### src/hw/rtl/fvnp_pkg.sv
// ----------------------------------------------------------------------------
// fvnp_pkg
// Shared types, constants and elaboration-time table functions for the
// fractal value noise point core.
// ----------------------------------------------------------------------------
`default_nettype none

package fvnp_pkg;

  // configuration register indexes
  localparam logic [2:0] CFG_DIM_MODE   = 3'd0;
  localparam logic [2:0] CFG_BASE_AMP   = 3'd1;
  localparam logic [2:0] CFG_INV_SCALE  = 3'd2;
  localparam logic [2:0] CFG_PERSIST    = 3'd3;
  localparam logic [2:0] CFG_OCT_COUNT  = 3'd4;

  // octave index width (covers up to 31 octaves)
  localparam int KW = 5;

  // hash constants
  localparam logic [31:0] HASH_MUL_A  = 32'd15731;
  localparam logic [31:0] HASH_ADD_A  = 32'd789221;
  localparam logic [31:0] HASH_ADD_B  = 32'd1376312589;
  localparam logic [31:0] HASH_MASK   = 32'h7fffffff;
  localparam logic [31:0] HASH_Y_MUL  = 32'd57;
  localparam int          HASH_SHIFT  = 13;
  localparam logic signed [31:0] ONE_Q30 = 32'sd1073741824;

  // weight of one in Q1.14
  localparam logic [14:0] W_ONE = 15'd16384;

  // datapath operations issued by the controller
  typedef enum logic [3:0] {
    OP_NOP,
    OP_START,
    OP_SCALE,
    OP_SPLIT,
    OP_WLOOK,
    OP_HPRE,
    OP_HSQ,
    OP_HLIN,
    OP_HFIN,
    OP_BL1,
    OP_BL2,
    OP_ACC1,
    OP_ACC2,
    OP_DINIT,
    OP_DSTEP,
    OP_FIN
  } op_t;

  // command word: operation, operand select, current octave
  typedef struct packed {
    op_t           op;
    logic [1:0]    sel;
    logic [KW-1:0] k;
  } cmd_t;

  // cos(pi*m/2^tb) in Q2.30 via 8-term Taylor series, clamped to [0,1]
  function automatic longint cos_q30(input longint unsigned m, input int tb);
    longint unsigned a;
    longint unsigned a2;
    longint unsigned term;
    longint          sum;
    int              n;
    a    = (64'd3373259426 * m) >> tb;
    a2   = (a * a) >> 30;
    term = 64'd1 << 30;
    sum  = 64'sd1 << 30;
    for (n = 1; n <= 8; n++) begin
      term = (term * a2) >> 30;
      case (n)
        1:       term = term / 2;
        2:       term = term / 12;
        3:       term = term / 30;
        4:       term = term / 56;
        5:       term = term / 90;
        6:       term = term / 132;
        7:       term = term / 182;
        default: term = term / 240;
      endcase
      if ((n % 2) == 1) sum = sum - longint'(term);
      else              sum = sum + longint'(term);
    end
    if (sum < 0) sum = 0;
    if (sum > (64'sd1 << 30)) sum = 64'sd1 << 30;
    return sum;
  endfunction

  // (1-cos(pi*i/2^tb))/2 in Q1.14, rounded half up
  function automatic logic [14:0] weight_entry(input int i, input int tb);
    longint tsize;
    longint v;
    tsize = longint'(1) << tb;
    if (longint'(i) <= (tsize >> 1)) v = (64'sd1 << 30) - cos_q30(longint'(i), tb);
    else                             v = (64'sd1 << 30) + cos_q30(tsize - longint'(i), tb);
    return 15'((v + 64'sd65536) >>> 17);
  endfunction

endpackage

`default_nettype wire

### src/hw/rtl/fvnp_ctrl.sv
// ----------------------------------------------------------------------------
// fvnp_ctrl
// Sequencer: walks octaves, corners and blends, then the divide steps, and
// issues one datapath command per cycle.
// ----------------------------------------------------------------------------
`default_nettype none

module fvnp_ctrl #(
  parameter int MAX_OCTAVES = 8
) (
  input  wire logic             clk,
  input  wire logic             rst_n,
  input  wire logic             start,
  input  wire logic             dim_mode,
  input  wire logic [3:0]       octave_count,
  output logic                  busy,
  output fvnp_pkg::cmd_t        cmd
);
  import fvnp_pkg::*;

  typedef enum logic [4:0] {
    S_IDLE, S_SCX, S_SPX, S_SCY, S_SPY, S_WL,
    S_HPRE, S_HSQ, S_HLIN, S_HFIN, S_BL1, S_BL2,
    S_ACC1, S_ACC2, S_DINIT, S_DSTEP, S_FIN
  } state_t;

  localparam logic [KW-1:0] MAX_K = KW'(MAX_OCTAVES);

  state_t        state_r, state_nxt;
  logic [KW-1:0] k_r, k_nxt;
  logic [1:0]    sub_r, sub_nxt;
  logic [3:0]    div_r, div_nxt;
  logic          busy_r, busy_nxt;
  logic [KW-1:0] count;
  logic [1:0]    last_corner, last_blend;

  // effective octave count, clamped to the build limit
  assign count       = ({1'b0, octave_count} > MAX_K) ? MAX_K : KW'(octave_count);
  assign last_corner = dim_mode ? 2'd1 : 2'd3;
  assign last_blend  = dim_mode ? 2'd0 : 2'd2;

  // next state
  always_comb begin
    state_nxt = state_r;
    k_nxt     = k_r;
    sub_nxt   = sub_r;
    div_nxt   = div_r;
    case (state_r)
      S_IDLE: if (start) begin
        state_nxt = (count == '0) ? S_DINIT : S_SCX;
        k_nxt     = KW'(1);
      end
      S_SCX:   state_nxt = S_SPX;
      S_SPX:   state_nxt = dim_mode ? S_WL : S_SCY;
      S_SCY:   state_nxt = S_SPY;
      S_SPY:   state_nxt = S_WL;
      S_WL: begin
        state_nxt = S_HPRE;
        sub_nxt   = 2'd0;
      end
      S_HPRE:  state_nxt = S_HSQ;
      S_HSQ:   state_nxt = S_HLIN;
      S_HLIN:  state_nxt = S_HFIN;
      S_HFIN: begin
        if (sub_r == last_corner) begin
          state_nxt = S_BL1;
          sub_nxt   = 2'd0;
        end else begin
          state_nxt = S_HPRE;
          sub_nxt   = sub_r + 2'd1;
        end
      end
      S_BL1:   state_nxt = S_BL2;
      S_BL2: begin
        if (sub_r == last_blend) begin
          state_nxt = S_ACC1;
        end else begin
          state_nxt = S_BL1;
          sub_nxt   = sub_r + 2'd1;
        end
      end
      S_ACC1:  state_nxt = S_ACC2;
      S_ACC2: begin
        if (k_r >= count) begin
          state_nxt = S_DINIT;
        end else begin
          state_nxt = S_SCX;
          k_nxt     = k_r + KW'(1);
        end
      end
      S_DINIT: begin
        state_nxt = S_DSTEP;
        div_nxt   = 4'd0;
      end
      S_DSTEP: begin
        div_nxt = div_r + 4'd1;
        if (div_r == 4'd15) state_nxt = S_FIN;
      end
      S_FIN:   state_nxt = S_IDLE;
      default: state_nxt = S_IDLE;
    endcase
    busy_nxt = (state_nxt != S_IDLE);
  end

  // state and registered outputs
  always_ff @(posedge clk) begin
    if (!rst_n) begin
      state_r <= S_IDLE;
      k_r     <= '0;
      sub_r   <= '0;
      div_r   <= '0;
      busy_r  <= 1'b0;
    end else begin
      state_r <= state_nxt;
      k_r     <= k_nxt;
      sub_r   <= sub_nxt;
      div_r   <= div_nxt;
      busy_r  <= busy_nxt;
    end
  end

  assign busy = busy_r;

  // command decode; the request is captured at the edge that accepts it
  always_comb begin
    cmd.k   = k_r;
    cmd.sel = sub_r;
    case (state_r)
      S_IDLE:  cmd.op = start ? OP_START : OP_NOP;
      S_SCX: begin
        cmd.op  = OP_SCALE;
        cmd.sel = 2'd0;
      end
      S_SPX: begin
        cmd.op  = OP_SPLIT;
        cmd.sel = 2'd0;
      end
      S_SCY: begin
        cmd.op  = OP_SCALE;
        cmd.sel = 2'd1;
      end
      S_SPY: begin
        cmd.op  = OP_SPLIT;
        cmd.sel = 2'd1;
      end
      S_WL:    cmd.op = OP_WLOOK;
      S_HPRE:  cmd.op = OP_HPRE;
      S_HSQ:   cmd.op = OP_HSQ;
      S_HLIN:  cmd.op = OP_HLIN;
      S_HFIN:  cmd.op = OP_HFIN;
      S_BL1:   cmd.op = OP_BL1;
      S_BL2:   cmd.op = OP_BL2;
      S_ACC1:  cmd.op = OP_ACC1;
      S_ACC2:  cmd.op = OP_ACC2;
      S_DINIT: cmd.op = OP_DINIT;
      S_DSTEP: cmd.op = OP_DSTEP;
      S_FIN:   cmd.op = OP_FIN;
      default: cmd.op = OP_NOP;
    endcase
  end

endmodule

`default_nettype wire

### config.mk
export PLATFORM = sky130hd
export DESIGN_NAME = fvnp_ctrl
export DESIGN_NICKNAME = d
export VERILOG_FILES = /design/src/hw/rtl/fvnp_pkg.sv /design/src/hw/rtl/fvnp_ctrl.sv
export SDC_FILE = /design/constraint.sdc
export NUM_CORES = 1
export LEC_CHECK = 0
export BUFFER_PORTS_ARGS = -buffer_cell sky130_fd_sc_hd__buf_2
export CAP_MARGIN = 5
export CELL_PAD_IN_SITES_DETAIL_PLACEMENT = 1
export CELL_PAD_IN_SITES_GLOBAL_PLACEMENT = 1
export CORE_UTILIZATION = 43
export DETAILED_ROUTE_END_ITERATION = 12
export GPL_ROUTABILITY_DRIVEN = 0
export PLACE_DENSITY_LB_ADDON = 0.1
export SYNTH_ARGS = -nofsm -noshare
export SYNTH_HDL_FRONTEND = slang
export SYNTH_SLANG_ARGS = --single-unit
export TNS_END_PERCENT = 1
### constraint.sdc
create_clock -name clk -period 5.63 [get_ports clk]
set_input_delay 0.2815 -clock clk [delete_from_list [all_inputs] [get_ports clk]]
set_output_delay 0.2815 -clock clk [all_outputs]
set_load 0.01 [all_outputs]
-- Yosys cells after proc, flatten, opt, wreduce, memory -nomap -nowiden
Cells that the tools add are included.
- flip-flop bits (word level): 17
- input bits: 8
- output and inout bits: 12
- word-level logic and storage cells: 65
- add/sub/neg operators: 3
- magnitude comparators: 2
- eq/ne operators: 22
- mux-type cells: 21
- reduce and logical (&&, ||, !) cells: 12
- operators by type and width (cell ; count):
    $pmux 5 s16 ; 1
    $pmux 4 s15 ; 1
    $eq 5x4->1 const B ; 8
    $eq 5x3->1 const B ; 4
    $mux 5 ; 4
    $mux 4 ; 4
    $eq 5x2->1 const B ; 2
    $logic_not 5->1 ; 2
    $pmux 5 s2 ; 1
    $mux 2 ; 4
    $pmux 4 s2 ; 1
    $reduce_or 2->1 ; 4
    $mux 3 ; 2
    $ne 2x2->1 const B ; 3
    $pmux 2 s3 ; 1
    $add 5x1->5 const B ; 1
    $eq 5x1->1 const B ; 1
    $eq 5x5->1 const B ; 1
    $ge 5x4->1 ; 1
    $reduce_bool 5->1 ; 1
    $add 4x1->4 const B ; 1
    $eq 2x2->1 ; 2
    $eq 4x4->1 const B ; 1
    $gt 4x4->1 const B ; 1
    other kinds (7) ; 8

-- Logic depth before layout (Yosys ltp)
Gate-level depths: netlist of the first run.
- word-level depth: 7
- mapped depth: 8

-- Least setup slack after synthesis of the first run
No wires, ideal clock.
- path type: reg2reg
- start: register k_r[2]
- end: register k_r[3]
- library setup time: 0.070 ns
- arrival time: 2.001 ns
- required time: 5.560 ns
- path slack: 3.559 ns
- stages on the path, launching flop included: 7
- buffers on the path: 0
- period minus slack after synthesis: 2.071 ns
- cells stage by stage: dfxtp_1 -> ha_1 -> a21o_1 -> a211oi_1 -> a21boi_1 -> or4_1 -> a21oi_1
- longest elaborated chain between the ends: 3
- elaborated cells on any way between the ends: 6
- RTL lines (element ; line ; text):
    from (decl) ; fvnp_ctrl.sv:30 ; logic [KW-1:0] k_r, k_nxt;
    from (signal assigned) ; fvnp_ctrl.sv:115 ; k_r <= k_nxt;
    $add 5x1->5 / $ge 5x4->1 (equally long branches) ; fvnp_ctrl.sv:88, fvnp_ctrl.sv:84 ;
    $mux 5 / $ne 2x2->1 (equally long branches) ; -- ;
    $pmux 5 s2 / $reduce_and 3->1 (equally long branches) ; -- ;
Parallel ways exist; a longest one is shown, timed or not. The select of a mux whose other input is x is not followed.
A chain may end at the register's enable or synchronous reset.

-- Worst setup path in the final report of the first run
Same ends and word-level chain as after synthesis.

==> results.toml, run 1 <==
[run_status]
status = "complete, no violations"

[power]
sw_frac_of_total_pct = 34.5
irDropWorstVdd_mv = 0.140
p_sw_mw = 0.0953
clock_power_share_pct = 25.3
power_leakage_nw = 0.570
pwr-share-comb_pct = 24.4
powerDensity_nw_per_um2 = 202
seq_power_share_pct = 50.3
p_int_mw = 0.181

[floorplanning]
rows = 19
die-area_um2 = 3130
boundaryPins = 20
start_util_pct = 45.3
die_x_um = 55.9
die-height_um = 55.9
coreArea_um2 = 2760

[routing]
totalWireLength_mm = 3.47
postRouteAntennaNets = 0
drc = 0
vias = 1265
viasPerCell = 6.00
wl_per_cell_um = 16.4
drt_iter0_drc = 62
drt_pass1_iterations = 4

[logic_synthesis]
synth_top_flop_cell = "dfxtp_1"
yosysTopAreaCell = "dfxtp_1"
synth-warning-count = 0
synth.area.top_cells = "dfxtp_1 27%, a21oi_1 6.0%, ha_1 6.0%"
post_synth_num_cell_types = 48
synth.most_common_cell = "dfxtp_1"
seq_area_frac_synth_pct = 27.2
syn_area_um2 = 1250
synthDominantCellAreaShare_pct = 27.2
synth.net_count = 179
synth-edff-count = 0
syn_inst = 165
synth_seq_cells = 17
synth.avg_cell_area_um2 = 7.58
ys_async_sr_fraction_pct = 0
yosys-top-cells-count = "17 x dfxtp_1, 15 x a21oi_1, 15 x nand2_1, 11 x nor2_1, 10 x o21ai_0"

[timing]
hold_violations = 0
period_share_pct = 41.0
slew_viol_final = 0
max_freq_mhz = 433
min_period_ps = 2310
setup_ws_ps = 3320
setup_tns_ps = 0
hold_slack_ps = 261
relSlewSlack_pct = 55.8
skew_ps = 12.0
grt_setup_unrepaired = "no"
final-setup-viol-count = 0
tightest_slew_ps = 663

[layout]
regArea_um2 = 340
area_growth_pct = 9.41
nets = 195
utilization_pct = 49.6
drive_gt1_share_pct = 13.3
multiInputGateArea_um2 = 836
diodes = 0
fillCellCount = 375

[clocking]
cts.sinks = 17
cts_root_buf = "clkbuf_4"
clkTransAtPathRegs_ps = 110
h-tree-depth = 1
insertion_delay_ps = 310
cts_hold_buf = 0
numCtsBuffers = 3
postCtsSetupRepairBufs = 0
cts_tree = "done"
ctsResizeCount = 0
cts_buffer_depth = 2

[grt]
grt-ovfl-total = 0
grt_pass1_vias = 1325
antenna_found_initial = 0
grt_max_degree = 20
grtUsageTotal_pct = 23.7
grt_pass1_wl_mm = 5.92

[worst_hold_path]
min_path_type = "input pin to flip-flop"

[flow_run]
cap_violations = 0

[placement]
port_buffers = 19
preCtsSetupSlack_ps = 3190
hpwlAfterDp_mm = 2.59

[setup_path]
required_ps = 5870
arrival_ps = 2550
cp-end-kind = "flip-flop"
path_max_fanout = 9
path_class = "flip-flop to flip-flop"
start_kind = "flip-flop"
-- final timing paths --
path                               start    endpoint  slack [ps]  cells past startpoint
worst min-delay path               rst_n  state_r[0]         260                      2
worst max-delay path              k_r[2]      k_r[3]        3320                      6
worst max register to register    k_r[2]      k_r[3]        3320                      6
worst min register to register  div_r[1]    div_r[1]         480                      2
-- power groups by stage --
stage	clock, mW	combinational [mW]	sequential [mW]
finish	0.0697	0.0673	0.139
global placement	0	0.0638	0.141
global route	0.0766	0.0747	0.141
floorplan	0	0.0531	0.133
CTS	0.0726	0.0674	0.139
detailed placement	0	0.0668	0.142
-- layout make-up --
type / count / share of cell area, %
inverter: 8 / 2.20
tap: 31 / 2.84
multi-input combinational: 132 / 61.1
sequential: 17 / 24.9
clock buffer: 3 / 1.65
clock inverter: 1 / 0.366
timing repair buffer: 19 / 6.95
-- registers in the layout (all words and copies together) (netlist names) --
register	count
busy	1
div_r	4
k_r	5
state_r	5
sub_r	2
-- routing by layer --
metal  GRT usage [%]  wire [µm]  vias up
met5               0          0        -
met4            8.71         68        0
met3            2.79        108        7
met2            40.1       1650       30
met1            31.0       1640      595
li1                -          -      633
-- per-stage QoR --
step | instances | power, mW | instance area [µm²]
finish | 211 | 0.276 | 1370
global route | 211 | 0.292 | 1370
CTS | 211 | 0.279 | 1370
detailed placement | 207 | 0.208 | 1340
global placement | 207 | 0.205 | 1340
floorplan | 165 | 0.186 | 1250
-- cell families (layout without fill, tap and decap cells) --
| group | count (synthesis) | in the layout | share of synthesized area (%) |
|---|---|---|---|
| AND/OR/NAND/NOR | 72 | 72 | 31.9 |
| AO/OA/AOI/OAI | 47 | 47 | 23.9 |
| flip-flops | 17 | 17 | 27.2 |
| buffers and inverters | 16 | 31 | 5.91 |
| adder cells (fa/ha/maj) | 6 | 6 | 6.01 |
| XOR/XNOR | 6 | 6 | 4.20 |
| multiplexers | 1 | 1 | 0.801 |
-- cells in the final DEF, fill, tap and decap left out, drive strengths merged, types with 2 or more instances in the layout --
master  count
nor3        4
ha          6
a21oi      15
nand3       9
nand2      15
and4b       3
nor2       12
nand2b      3
buf        19
xor2        2
nand3b      2
and3        3
a211o       2
a211oi      3
o31ai       3
xnor2       4
clkinv      2
or4         2
or3         4
a21o        2
and2        3
nand4       2
a21boi      2
clkbuf      3
dfxtp      17
o21ai      11
nor2b       6
inv         7
-- critical path, cell delays in order (launching register included) --
cell,delay (ps)
dfxtp_1,440
ha_1,290
a21o_1,160
a211oi_1,370
a21boi_1,280
or4_1,560
a21oi_1,150
Note: power is estimated with default switching activity, not from simulation.
==> run 2, diff against run 1 <==
--- a/config.mk
+++ b/config.mk
@@ -9,7 +9,7 @@
 export CAP_MARGIN = 5
 export CELL_PAD_IN_SITES_DETAIL_PLACEMENT = 1
 export CELL_PAD_IN_SITES_GLOBAL_PLACEMENT = 1
-export CORE_UTILIZATION = 43
+export CORE_UTILIZATION = 40
 export DETAILED_ROUTE_END_ITERATION = 12
 export GPL_ROUTABILITY_DRIVEN = 0
 export PLACE_DENSITY_LB_ADDON = 0.1
==> constraint.sdc (replaced) <==
create_clock -name clk -period 2.4 [get_ports clk]
set_input_delay 0.12 -clock clk [delete_from_list [all_inputs] [get_ports clk]]
set_output_delay 0.12 -clock clk [all_outputs]
set_load 0.01 [all_outputs]
==> run 2 against run 1 <==
- the flow now finishes with violations (DRC)
- first-iteration DRC count shrank 50%
- sequential power grew 130%
- global-route usage shrank 1.2 points
- combinational power grew 140%
- setup slack lost 3100 ps
- sequential cell count is the same
- cell area grew 1.7%
- wire length shrank 1.1%
- non-clock buffer count grew 2
- via count grew 0.63%
- utilization shrank 0.82 points
- register-to-register slack lost 3100 ps
- critical endpoint unchanged
- largest cell class unchanged
==> results.toml, run 2 (synthesis gave the netlist of run 1 again) <==
[setup_path]
start_kind = "flip-flop"
path_class = "flip-flop to flip-flop"
r2r-end = "k_r[3]"
rr_worst_depth = 5
arrival_ps = 2400
path_max_fanout = 17
cp-end-kind = "flip-flop"
required_ps = 2620
r2r_start = "state_r[0]"
reg2reg_slack_ps = 220

[run_status]
violations = "DRC"
status = "finished, violations left"

[timing]
skew_ps = 1.84
final-setup-viol-count = 0
hold_slack_ps = 104
relSlewSlack_pct = 60.9
hold_violations = 0
grt_setup_unrepaired = "no"
min_period_ps = 2180
period_share_pct = 90.7
tightest_slew_ps = 585
max_freq_mhz = 459
slew_viol_final = 0
setup_tns_ps = 0
setup_ws_ps = 224

[routing]
totalWireLength_mm = 3.43
viasPerCell = 5.98
drt_pass1_iterations = 10
drt_iter0_drc = 31
wl_per_cell_um = 16.1
postRouteAntennaNets = 0
drc = 2
vias = 1273

[power]
power_leakage_nw = 0.582
powerDensity_nw_per_um2 = 461
irDropWorstVdd_mv = 0.231

[layout]
final_cell_mix = "19 x buf_2, 17 x dfxtp_1, 15 x nand2_1, 15 x a21oi_1, 11 x nor2_1"
nets = 197
area_growth_pct = 11.3
diodes = 0
drive_gt1_share_pct = 15.4
reg_top3 = "k_r (5), state_r (5), div_r (4)"
final_common_cell = "buf_2"
utilization_pct = 48.8

[clocking]
cts_buffer_depth = 2
h-tree-depth = 1
cts_root_buf = "clkbuf_4"
cts_tree = "done"
cts_hold_buf = 0
clkTransAtPathRegs_ps = 100
cts.sinks = 17
insertion_delay_ps = 290
numCtsBuffers = 3

[grt]
grt_pass1_wl_mm = 5.86
grt_max_degree = 18
antenna_found_initial = 0
grtUsageTotal_pct = 22.5
grt_pass1_vias = 1317
grt-ovfl-total = 0

[floorplanning]
die-height_um = 57.9
start_util_pct = 43.8
rows = 19
coreArea_um2 = 2850
die-area_um2 = 3350
boundaryPins = 20
die_x_um = 57.9

[worst_hold_path]
whs_path_depth = 2
min_path_type = "input pin to flip-flop"
worstHoldStart = "rst_n"
min_to = "busy"

[placement]
port_buffers = 19
hpwlAfterDp_mm = 2.65
preCtsSetupSlack_ps = 81.8

[flow_run]
cap_violations = 0
## run 2: changes by cell type in the layout (fill, tap and decap cells not counted), sizes merged
cell	delta
buf	+2
## run 2: how the worst max path moves through the flow
stage | startpoint | end | slack, ps | depth (start not counted)
after floorplan | k_r[2] | k_r[3] | 330 | 6
after global placement | octave_count[3] | k_r[3] | 260 | 9
after detailed placement | k_r[2] | k_r[3] | 80 | 6
after CTS | k_r[2] | k_r[3] | 30 | 6
after global routing | k_r[2] | k_r[3] | 100 | 6
final | state_r[0] | k_r[3] | 220 | 5
## run 2: per-layer routing
layer  global-route usage [%]  routed length [µm]  vias up
met2                     40.1                1680       21
met3                     1.34                  99        6
met5                        0                   0        -
li1                         -                   -      637
met4                     7.14                  41        0
met1                     29.0                1610      609
## run 2: per-stage QoR
stage	instance area (µm²)	power (mW)	std cells
floorplan	1250	0.436	165
global placement	1360	0.486	209
detailed placement	1360	0.491	209
CTS	1380	0.648	213
global route	1390	0.682	213
finish	1390	0.642	213
## run 2: power breakdown
| part | switching [mW] | internal (mW) |
|---|---|---|
| sequential | 0.0293 | 0.293 |
| combinational | 0.0932 | 0.0701 |
| clock | 0.0943 | 0.0620 |
| total | 0.217 | 0.425 |
## run 2: timing repair
| item | CTS | global route |
|---|---|---|
| hold endpoints to repair | 0 | 0 |
| setup endpoints to repair | 0 | 3 |
| resized for setup | 0 | 2 |
| buffers inserted | 0 | 0 |
## run 2: area by class of cell
class | count | area (µm²)
clock buffers | 3 | 22.5
clock inverters | 1 | 5.00
fillers | 387 | 1460
inverters | 8 | 30.0
multi-input cells | 132 | 845
flip-flops and latches | 17 | 340
well taps | 31 | 38.8
repair buffers | 21 | 110
## run 2: worst max-delay path: stages, from the launching register on
cell and delay, ps:
dfxtp_1 700, and3_1 250, a31oi_1 40, or3_1 420, or4_1 500, a21oi_1 180
==> run 3, diff against run 2 <==
--- a/config.mk
+++ b/config.mk
@@ -10,9 +10,11 @@
 export CELL_PAD_IN_SITES_DETAIL_PLACEMENT = 1
 export CELL_PAD_IN_SITES_GLOBAL_PLACEMENT = 1
 export CORE_UTILIZATION = 40
+export CTS_CLUSTER_DIAMETER = 50
 export DETAILED_ROUTE_END_ITERATION = 12
 export GPL_ROUTABILITY_DRIVEN = 0
-export PLACE_DENSITY_LB_ADDON = 0.1
+export PLACE_DENSITY = 0.81
+export REMOVE_ABC_BUFFERS = 1
 export SYNTH_ARGS = -nofsm -noshare
 export SYNTH_HDL_FRONTEND = slang
 export SYNTH_SLANG_ARGS = --single-unit
==> run 3 against run 2 <==
- the flow still finishes with violations (DRC)
- wire length increased by 1.9%
- utilization increased by 0.35 points
- critical path depth increased by 1
- clock skew increased by 13 ps
- clock-buffer cell count unchanged
- highest routed layer unchanged
==> results.toml, run 3 (synthesis gave the netlist of run 1 again) <==
[grt]
grt_pass1_wl_mm = 6.07
grt.met3_usage_pct = 3.13
grt_busiest_layer = "met2"
grt_max_degree = 19
met1_usage_pct = 29.9
grt-ovfl-total = 0
antenna_found_initial = 0
grt_pass1_vias = 1309
grtUsageMet2_pct = 40.4
grtUsageTotal_pct = 23.3

[setup_path]
required_ps = 2630
cp_top_family = "compound AO/OA/AOI/OAI gates"
path_max_fanout = 9
crit_chain = "ha_1 -> a21o_1 -> a211oi_1 -> a21boi_2 -> or4_1 -> a21oi_1"
cp-end-kind = "flip-flop"
arrival_ps = 2490
start_kind = "flip-flop"
worst-path-buf-inv = 0
cpMaxStageDelayCell = "or4_1"
worst_path_largest_cell_delay_ps = 500
path_class = "flip-flop to flip-flop"

[routing]
viasPerCell = 6.03
drt_pass1_iterations = 8
vias = 1296
totalWireLength_mm = 3.49
drc = 3
postRouteAntennaNets = 0
drt_iter0_drc = 39
wl_per_cell_um = 16.2

[timing]
tightest_slew_ps = 525
max_freq_mhz = 444
skew_ps = 14.6
slew_viol_final = 0
final-setup-viol-count = 0
hold_violations = 0
relSlewSlack_pct = 64.5
grt_setup_unrepaired = "no"
setup_tns_ps = 0
min_period_ps = 2250
period_share_pct = 93.9
setup_ws_ps = 147

[power]
clock_power_share_pct = 24.5
powerDensity_nw_per_um2 = 463
power_leakage_nw = 0.591
sw_frac_of_total_pct = 33.8
irDropWorstVdd_mv = 0.275
p_int_mw = 0.430
p_sw_mw = 0.219
seq_power_share_pct = 48.9
pwr-share-comb_pct = 26.6

[layout]
final_cell_mix = "19 x buf_2, 17 x dfxtp_1, 15 x nand2_1, 15 x a21oi_1, 11 x nor2_1"
area_growth_pct = 12.1
regArea_um2 = 340
final_common_cell = "buf_2"
diodes = 0
fillCellCount = 382
reg_top3 = "k_r (5), state_r (5), div_r (4)"
multiInputGateArea_um2 = 840
nets = 199
drive_gt1_share_pct = 15.8

[clocking]
cts_root_buf = "clkbuf_4"
postCtsSetupRepairBufs = 0
cts_tree = "done"
clkTransAtPathRegs_ps = 110
insertion_delay_ps = 300
numCtsBuffers = 3
cts.sinks = 17
cts_buffer_depth = 2
h-tree-depth = 1

[floorplanning]
boundaryPins = 20
die-area_um2 = 3350
die-height_um = 57.9
rows = 19
die_x_um = 57.9
start_util_pct = 43.8
coreArea_um2 = 2850

[placement]
port_buffers = 19
hpwlAfterDp_mm = 2.65
preCtsSetupSlack_ps = 152

[worst_hold_path]
min_path_type = "input pin to flip-flop"

[run_status]
violations = "DRC"
status = "finished, violations left"

[flow_run]
cap_violations = 0
-- run 3: final timing paths --
kind	slack [ps]	from	depth (start not counted)	end
hold / removal	90	rst_n	2	state_r[0]
setup / recovery	150	k_r[2]	6	k_r[2]
hold reg to reg	490	div_r[1]	2	div_r[1]
setup reg to reg	150	k_r[2]	6	k_r[2]
-- run 3: final cells by class --
class | instances | share of cell area, %
sequential | 17 | 24.3
multi-input combinational | 132 | 59.9
tap | 31 | 2.77
clock inverter | 1 | 0.357
timing repair buffer | 23 | 8.93
inverter | 8 | 2.14
clock buffer | 3 | 1.61
-- run 3: per-layer routing --
layer	up-vias	part of all wire [%]
met4	0	1.1
met2	23	49
li1	640	-
met1	627	46
met5	-	0
met3	6	3.2
-- run 3: what timing repair did --
| action | in CTS | in global routing |
|---|---|---|
| endpoints found under the setup margin | 0 | 2 |
| resized for setup | 0 | 1 |
| hold buffers | 0 | 0 |
-- run 3: power by group through the flow --
stage / Combinational, mW / Clock, mW / Sequential, mW
global route: 0.196 / 0.174 / 0.319
CTS: 0.173 / 0.164 / 0.317
finish: 0.173 / 0.159 / 0.317
detailed placement: 0.171 / 0 / 0.323
global placement: 0.167 / 0 / 0.322
floorplan: 0.104 / 0 / 0.323
-- run 3: worst register-to-register path: cells and delay by family, from the launching register on --
| kind | cells | cell delay [ps] |
|---|---|---|
| compound gates | 4 | 970 |
| fa+ha+maj | 1 | 280 |
| flops | 1 | 430 |
| simple gates | 1 | 500 |
-- run 3: metrics by stage --
stage	cells	power [mW]	cell area (µm²)	hold slack (ps)	util, %
after floorplan	157	0.427	1210	237	-
after global placement	211	0.489	1370	414	48.0
after detailed placement	211	0.494	1370	415	48.0
after CTS	215	0.654	1400	85.4	49.0
after global routing	215	0.689	1400	101	49.1
final	215	0.649	1400	87.9	49.1
